===== config.mk =====
export PLATFORM = sky130hd
export DESIGN_NAME = fqbb_ctrl
export DESIGN_NICKNAME = d
export VERILOG_FILES = /design/src/rtl/fqbb_pkg.sv /design/src/rtl/fqbb_ctrl.sv
export SDC_FILE = /design/constraint.sdc
export NUM_CORES = 1
export LEC_CHECK = 0
export BUFFER_PORTS_ARGS = -buffer_cell sky130_fd_sc_hd__buf_2
export CORE_AREA = 8 8 45 47
export CTS_BUF_LIST = sky130_fd_sc_hd__clkbuf_4 sky130_fd_sc_hd__clkbuf_8
export DETAILED_ROUTE_END_ITERATION = 6
export DIE_AREA = 0 0 53 55
export HOLD_SLACK_MARGIN = 0.05
export PLACE_DENSITY_LB_ADDON = 0.3
export SYNTH_ARGS = -nofsm -noshare
export SYNTH_HDL_FRONTEND = slang
export SYNTH_SLANG_ARGS = --single-unit

===== constraint.sdc =====
create_clock -name clk -period 1.2 [get_ports clk]
set_input_delay 0.18 -clock clk [delete_from_list [all_inputs] [get_ports clk]]
set_output_delay 0.18 -clock clk [all_outputs]
set_load 0.05 [all_outputs]

===== src/rtl/fqbb_pkg.sv =====
// Package for the frame queue with byte budget.
// Holds action and status codes, register indexes, widths and the
// controller-to-datapath command and status types. No dependencies.
`timescale 1ns / 1ps

package fqbb_pkg;

	localparam int QUEUE_DEPTH_DEF = 256;
	localparam int HANDLE_BITS_DEF = 16;
	localparam int LENGTH_BITS_DEF = 16;

	localparam int ACTION_BITS = 2;
	localparam int STATUS_BITS = 3;
	localparam int BYTES_BITS = 22;
	localparam int CFG_INDEX_BITS = 2;

	localparam logic [BYTES_BITS-1:0] BYTE_LIMIT_RST = 22'h200000;

	localparam logic [ACTION_BITS-1:0] ACT_TRANSMIT = 2'd0;
	localparam logic [ACTION_BITS-1:0] ACT_DRAIN = 2'd1;
	localparam logic [ACTION_BITS-1:0] ACT_OPEN = 2'd2;
	localparam logic [ACTION_BITS-1:0] ACT_STOP = 2'd3;

	localparam logic [STATUS_BITS-1:0] ST_OK = 3'd0;
	localparam logic [STATUS_BITS-1:0] ST_NODEV = 3'd1;
	localparam logic [STATUS_BITS-1:0] ST_DOWN = 3'd2;
	localparam logic [STATUS_BITS-1:0] ST_NOBUFS = 3'd3;
	localparam logic [STATUS_BITS-1:0] ST_EMPTY = 3'd4;

	localparam logic [CFG_INDEX_BITS-1:0] CFG_DEVICE_READY = 2'd0;
	localparam logic [CFG_INDEX_BITS-1:0] CFG_BYTE_LIMIT = 2'd1;

	typedef struct packed {
		logic accept;
		logic pop;
	} cmd_t;

	typedef struct packed {
		logic drain_hit;
	} dp_stat_t;

endpackage


===== src/rtl/fqbb_ctrl.sv =====
// Controller state machine for the frame queue with byte budget.
// Sequences accept, memory read and result hand-off; uses fqbb_pkg.
`timescale 1ns / 1ps

module fqbb_ctrl (
	input  logic              clk,
	input  logic              arst_n,
	input  logic              s_tvalid,
	output logic              s_tready,
	output logic              m_tvalid,
	input  logic              m_tready,
	input  fqbb_pkg::dp_stat_t stat,
	output fqbb_pkg::cmd_t     cmd
);
	import fqbb_pkg::*;

	localparam logic [1:0] S_IDLE = 2'd0;
	localparam logic [1:0] S_READ = 2'd1;
	localparam logic [1:0] S_RESP = 2'd2;

	logic [1:0] state_q;
	logic [1:0] state_d;

	assign s_tready = (state_q == S_IDLE);
	assign m_tvalid = (state_q == S_RESP);
	assign cmd.accept = s_tvalid && s_tready;
	assign cmd.pop = (state_q == S_READ);

	always_comb begin
		state_d = state_q;
		unique case (state_q)
			S_IDLE: begin
				if (s_tvalid) begin
					state_d = stat.drain_hit ? S_READ : S_RESP;
				end
			end
			S_READ: begin
				state_d = S_RESP;
			end
			S_RESP: begin
				if (m_tready) begin
					state_d = S_IDLE;
				end
			end
			default: begin
				state_d = S_IDLE;
			end
		endcase
	end

	always_ff @(posedge clk or negedge arst_n) begin
		if (!arst_n) begin
			state_q <= S_IDLE;
		end else begin
			state_q <= state_d;
		end
	end

endmodule


## After elaboration in Yosys (flattened, before gate mapping)

Index checks and enable logic that the tools add are counted.

| cells by class | value |
|---|---|
| add/sub/neg operators | 0 |
| multipliers | 0 |
| div/mod/pow operators | 0 |
| $lt $le $gt $ge | 0 |
| equality and inequality tests | 4 |
| shift-type cells | 0 |
| mux-type cells | 4 |
| bitwise logic cells | 0 |
| reduce and logical (&&, ||, !) cells | 3 |

Operators by type and width:

| kind | count |
|---|---|
| $mux W2 | 3 |
| $pmux W2 S3 | 1 |
| $eq A2 B1 Y1 const B | 1 |
| $eq A2 B2 Y1 const B | 1 |
| $logic_not A2 Y1 | 1 |
| $ne A2 B1 Y1 const B | 1 |
| $ne A2 B2 Y1 const B | 1 |
| $reduce_and A2 Y1 | 1 |
| $logic_and A1 B1 Y1 | 1 |

| word-level totals | value |
|---|---|
| register bits after elaboration | 2 |
| bits in latches | 0 |
| RAM bits | 0 |
| memory bits (read-only) | 0 |
| input port bits | 5 |
| output and inout bits | 4 |
| memories kept | 0 |

## Depth between registers and ports, before layout

Gate-level depths: netlist of the first run.

| logic depth | value |
|---|---|
| depth in word-level cells | 3 |
| depth in mapped cells | 2 |

## Worst setup path after synthesis of the first run

No wires, ideal clock.

| path | value |
|---|---|
| path kind | register to output |
| start point | register state_q[0] |
| end point | output cmd[1] (netlist bit) |
| arrival time | 1,391 ps |
| setup slack | -371 ps |
| stages on the path, launching flop included | 3 |
| path buffers | 0 |
| cells stage by stage | dfrtp_1 nor2_2 and2_1 |

RTL lines:

| item | line | source |
|---|---|---|
| start, declared | fqbb_ctrl.sv:21 | `logic [1:0] state_q;` |
| start signal, assigned | fqbb_ctrl.sv:55 | `state_q <= state_d;` |
| end, declared | fqbb_ctrl.sv:13 | `output fqbb_pkg::cmd_t cmd` |

==> results of run 1 <==
[routing by layer]
layer	wire length, um	vias to the layer above
met5	0	-
li1	-	61
met4	0	0
met3	58	0
met2	133	8
met1	170	48
[timing repair]
| item | CTS | global route |
|---|---|---|
| setup buffers | 0 | 2 |
| pin swaps | 0 | 2 |
| hold endpoints to repair | 2 | 0 |
| setup endpoints to repair | 4 | 4 |
| hold buffers | 1 | 0 |
| gates resized for setup | 7 | 6 |
[critical path: stages, from the launching register on]
cell and delay, ns:
dfrtp_2 0.43, nor2_4 0.12, and2_4 0.15, buf_8 0.14
[worst paths after layout]
kind,slack [ns],from,to,cells after the start
setup / recovery,-0.03,state_q[1]$_DFFE_PN0P_,cmd[1],3
setup reg to reg,0.30,state_q[0]$_DFFE_PN0P_,state_q[1]$_DFFE_PN0P_,3
hold / removal,0.21,stat,state_q[0]$_DFFE_PN0P_,2
max in group asynchronous,0.80,arst_n,state_q[1]$_DFFE_PN0P_,2
min in group asynchronous,0.29,arst_n,state_q[0]$_DFFE_PN0P_,2
hold reg to reg,0.60,state_q[1]$_DFFE_PN0P_,state_q[1]$_DFFE_PN0P_,2
[kinds of logic after synthesis]
logic type,Yosys count
and+or+nand+nor,6
AOI/OAI and AO/OA,2
DFF,2
[stage by stage]
| stage | cells | power [mW] |
|---|---|---|
| 2_1_floorplan | 10 | 0.385 |
| 3_3_place_gp | 34 | 0.451 |
| 3_5_place_dp | 34 | 0.456 |
| 4_1_cts | 38 | 0.675 |
| 5_1_grt | 40 | 0.804 |
| 6_report | 40 | 0.752 |
[cell usage after synthesis]
master / instances
o21a_1: 1
and3_1: 1
and2b_2: 1
nor2b_1: 1
and2_1: 1
a21oi_1: 1
nand2b_1: 1
nor2_2: 1
dfrtp_1: 2
[where the power goes]
group,switching [mW],internal (mW),leakage [nW]
logic,0.265,0.213,0.0829
clock network,0.0348,0.110,0.0138
registers,0.0349,0.0942,0.0242
total,0.335,0.417,0.121
[layout make-up]
class	count	area (sq um)	share of cell area (%)
clock buffers	3	22.5	8.87
well taps	16	20.0	7.88
flip-flops and latches	2	51.3	20.2
repair buffers	11	97.6	38.4
multi-input cells	8	62.6	24.6
==> out/results.ini, run 1 <==
[outcome]
outcome=complete, but fails checks
failed_checks=setup timing

[logic_synthesis]
synthAdderAreaFrac_pct=0
synth_top_family_by_area=simple AND/OR/NAND/NOR gates
syn_inst=10
yosys.area.top_type=dfrtp_1
syn_nets=15
yosys_warnings=0
muxShareOfSynthArea_pct=0
synth_compound_area_share_pct=12.2
ys_seq_area_share_pct=48.8
synth_top_area_share_pct=48.8
avgSynthCellArea_sq_um=10.3
ys_types=9
synthXorXnorAreaFrac_pct=0
synth_area_leaders=dfrtp_1 49%, and2b_2 8.5%, o21a_1 7.3%, and2_1 6.1%, and3_1 6.1%
yosys.area_share.simple_pct=39.0
ys_ff_latch=2
syn_area_sq_um=103

[cells_and_area]
n_antenna_cell=0
top_register=state_q
fin_nets=31
final_common_cell=buf_2
final_area_sq_um=254
top_regs=state_q x2
nFillCells=156
post-route-util_pct=18.4
syn_to_final_growth_pct=148
largest_reg_flops=2
layout_common_cells=4 x buf_2, 3 x clkbuf_4, 2 x buf_6, 2 x buf_8, 2 x buf_4
drive_above_1_share_pct=75.0

[route]
drc_errors=0
dr.pass1.iters=1
routed_wl_um=362
vias=117
drt_iter0_drc=0
avgRoutedWirePerCell_um=9.05
antenna_left=0
vias_per_cell=2.93

[floorplanning]
pin_count=9
die_y_um=55
die_area_sq_mm=0.00292
fp.dieW_um=53
core-area_sq_mm=0.00138
rows=14
start_util_pct=7.41

[clock_tree]
cts_sinks=2
clock_latency_ns=0.22
cts_made_buffers=3
htreeDepth=1
cts_root_buf=clkbuf_4
cts_tree=done
cts_buffer_depth=2
clkTransAtPathRegs_ns=0.03

[pwr]
power_density_mw_per_mm2=2960
peakVddDrop_mv=0.948
leakage_nw=0.121

[sta]
fin_skew_ns=0.000505
setup_violations=2
slew_headroom_pct=89.5
finalMaxSlewViolations=0
finalHoldViolations=0
worst_pin_slew_ns=0.157
rsz0062_at_grt=true
fin_crit_ns=1.23
fmax_mhz=816
post-route-period-util_pct=102
whs_ns=0.205
setup-tns-final_ns=-0.0414
finalWorstSetupSlack_ns=-0.0259

[flow_run]
maxCapViolCount=0

[grt]
overflow=0
grt_max_degree=5
antenna_found_initial=0
grt_pass1_vias=149
grt_pass1_wl_um=600
grt.met1_usage_pct=3.65
grt.total_usage_pct=3.39
top_usage_layer=met4
use_met2_pct=2.93
gr-usage-met3_pct=2.14

[placement]
dp_slack_ns=0.0777
port_buffers=8
routabilityCongestion=0.660
dpl_cell_area_sq_um=171

[worst_setup_path]
path_class=reg2out
required_ns=1.02
crit_arrival_ns=1.05
worstSetupStartpointType=register
crit_path_max_fanout=4
cp-end-kind=output port

[min_path]
min_path_type=in2reg

Power figures use the tool's default switching activity.
==> run 2: changes to the inputs <==
--- a/config.mk
+++ b/config.mk
@@ -15,3 +15,4 @@
 export SYNTH_ARGS = -nofsm -noshare
 export SYNTH_HDL_FRONTEND = slang
 export SYNTH_SLANG_ARGS = --single-unit
+export TNS_END_PERCENT = 1
==> run 2 against run 1 <==
Effect of this change:
- the flow still finishes with violations (setup timing)
- clock-buffer cell count did not move
- non-clock buffer count fell by 1
- clock power barely moved
- die area did not move
- first-iteration DRC count rose by 1
- core utilization fell by 1.3 points
- sequential power barely moved
==> out/results.ini, run 2 (same netlist as run 1, synthesis figures left out) <==
[sta]
setup-tns-final_ns=-0.108  ; -0.0667 ns
worst_pin_slew_ns=0.253  ; +0.0960 ns
finalWorstSetupSlack_ns=-0.0611  ; -0.0352 ns
fin_crit_ns=1.26  ; +0.0352 ns
finalHoldViolations=0  ; unchanged
fin_skew_ns=0.000483  ; -0.0000216 ns
fmax_mhz=793  ; -2.8%
post-route-period-util_pct=105  ; +2.9 points
rsz0062_at_grt=true
slew_headroom_pct=83.2  ; -6.3 points
finalMaxSlewViolations=0  ; unchanged
setup_violations=2  ; unchanged

[pwr]
internal_power_uw=359  ; -14%
p_total_uw=681  ; -9.5%
p_sw_uw=321  ; -4.1%
switching_share_pct=47.2  ; +2.7 points
power_frac_clock_pct=21.3  ; +2.0 points
peakVddDrop_mv=0.801  ; -15%
seqPwrFrac_pct=18.9  ; +1.7 points
leakage_nw=0.113  ; -6.8%
pwr-share-comb_pct=59.8  ; -3.8 points
power_density_mw_per_mm2=2880  ; -2.8%

[grt]
antenna_found_initial=0  ; unchanged
grt_pass1_vias=149  ; unchanged
grt_pass1_wl_um=600  ; unchanged
overflow=0  ; unchanged
gr-usage-met3_pct=2.14  ; unchanged
grt_max_degree=5  ; unchanged
use_met2_pct=2.93  ; unchanged
grt.met1_usage_pct=3.65  ; unchanged
top_usage_layer=met4
grt.total_usage_pct=3.39  ; unchanged

[cells_and_area]
final_area_sq_um=236  ; -6.9%
post-route-util_pct=17.1  ; -1.3 points
multi_input_area_sq_um=62.6  ; unchanged
largest_reg_flops=2  ; unchanged
seq_area_sq_um=51.3  ; unchanged
nFillCells=156  ; unchanged
n_antenna_cell=0  ; unchanged
layout_common_cells=5 x buf_2, 3 x clkbuf_4, 2 x buf_6
top_register=state_q
final_common_cell=buf_2
syn_to_final_growth_pct=130
top_regs=state_q x2
fin_nets=30  ; -3.2%
drive_above_1_share_pct=73.9  ; -1.1 points

[clock_tree]
cts_sinks=2  ; unchanged
cts_tree=done
clock_latency_ns=0.22  ; about the same
cts_root_buf=clkbuf_4
clkTransAtPathRegs_ns=0.03  ; about the same
htreeDepth=1  ; unchanged
cts_made_buffers=3  ; unchanged
cts_buffer_depth=2  ; unchanged

[placement]
port_buffers=8  ; unchanged
dpl_cell_area_sq_um=171  ; unchanged
routabilityCongestion=0.660  ; unchanged
dp_slack_ns=0.0777  ; unchanged

[floorplanning]
fp.dieW_um=53  ; unchanged
start_util_pct=7.41  ; unchanged
pin_count=9  ; unchanged
die_area_sq_mm=0.00292  ; unchanged
core-area_sq_mm=0.00138  ; unchanged
rows=14  ; unchanged
die_y_um=55  ; unchanged

[worst_setup_path]
crit_path_max_fanout=4  ; unchanged
r2r-start=state_q[0]$_DFFE_PN0P_
worstSetupStartpointType=register
required_ns=1.02  ; about the same
crit_arrival_ns=1.08  ; +0.03 ns
reg2reg_slack_ns=0.30  ; about the same
path_class=reg2out
reg2regPathDepth=3  ; unchanged
r2r-end=state_q[1]$_DFFE_PN0P_
cp-end-kind=output port

[route]
vias=112  ; -4.3%
antenna_left=0  ; unchanged
dr.pass1.iters=2  ; +1
vias_per_cell=2.87  ; -1.8%
drc_errors=0  ; unchanged
avgRoutedWirePerCell_um=8.85  ; -2.3%
drt_iter0_drc=1  ; +1
routed_wl_um=345  ; -4.7%

[flow_run]
maxCapViolCount=0  ; unchanged

[outcome]
failed_checks=setup timing
outcome=complete, but fails checks

[min_path]
holdPathStages=2  ; unchanged
min_path_type=in2reg
min_to=state_q[0]$_DFFE_PN0P_
hp-start=stat

## run 2: worst max-delay path by stage
| stage | startpoint | end | slack [ns] | depth (start not counted) |
|---|---|---|---|---|
| floorplan | state_q[0]$_DFFE_PN0P_ | cmd[1] | -0.07 | 2 |
| global placement | state_q[0]$_DFFE_PN0P_ | cmd[1] | 0.09 | 3 |
| detailed placement | state_q[0]$_DFFE_PN0P_ | cmd[1] | 0.08 | 3 |
| CTS | state_q[0]$_DFFE_PN0P_ | cmd[1] | -0.06 | 3 |
| global route | state_q[1]$_DFFE_PN0P_ | cmd[1] | -0.12 | 3 |
| finish | state_q[1]$_DFFE_PN0P_ | cmd[1] | -0.06 | 3 |
## run 2: what timing repair did
action,CTS,global route
cloned,0,0
pin swaps,0,2
resized for setup,7,2
setup endpoints to repair,4,4
hold buffers,1,0
endpoints found under the hold margin,2,0
buffers inserted,0,1
## run 2: power by group through the flow
stage	clock network, mW	registers (mW)	logic [mW]
after floorplan	0	0.122	0.263
after global placement	0	0.123	0.328
after detailed placement	0	0.125	0.331
after CTS	0.156	0.125	0.394
after global routing	0.164	0.133	0.432
final	0.145	0.129	0.407
## run 2: stage by stage
step                      hold WS, ns  cells
after floorplan                -0.116     10
after global placement        -0.0348     34
after detailed placement      -0.0280     34
after CTS                       0.200     38
after global routing            0.210     39
final                           0.207     39
## run 2: metal layers
| metal | vias to the layer above | part of all wire (%) |
|---|---|---|
| li1 | 59 | - |
| met1 | 45 | 53 |
| met2 | 8 | 34 |
| met3 | 0 | 13 |
| met4 | 0 | 0 |
| met5 | - | 0 |
## run 2: critical path: stages, from the launching register on
cell	delay, ns
dfrtp_2	0.43
nor2_4	0.14
and2_4	0.16
buf_8	0.14
## run 2: final cells by class
class	count	share of cell area, %
well taps	16	8.47
multi-input cells	8	26.5
repair buffers	10	33.9
clock buffers	3	9.52
flip-flops and latches	2	21.7
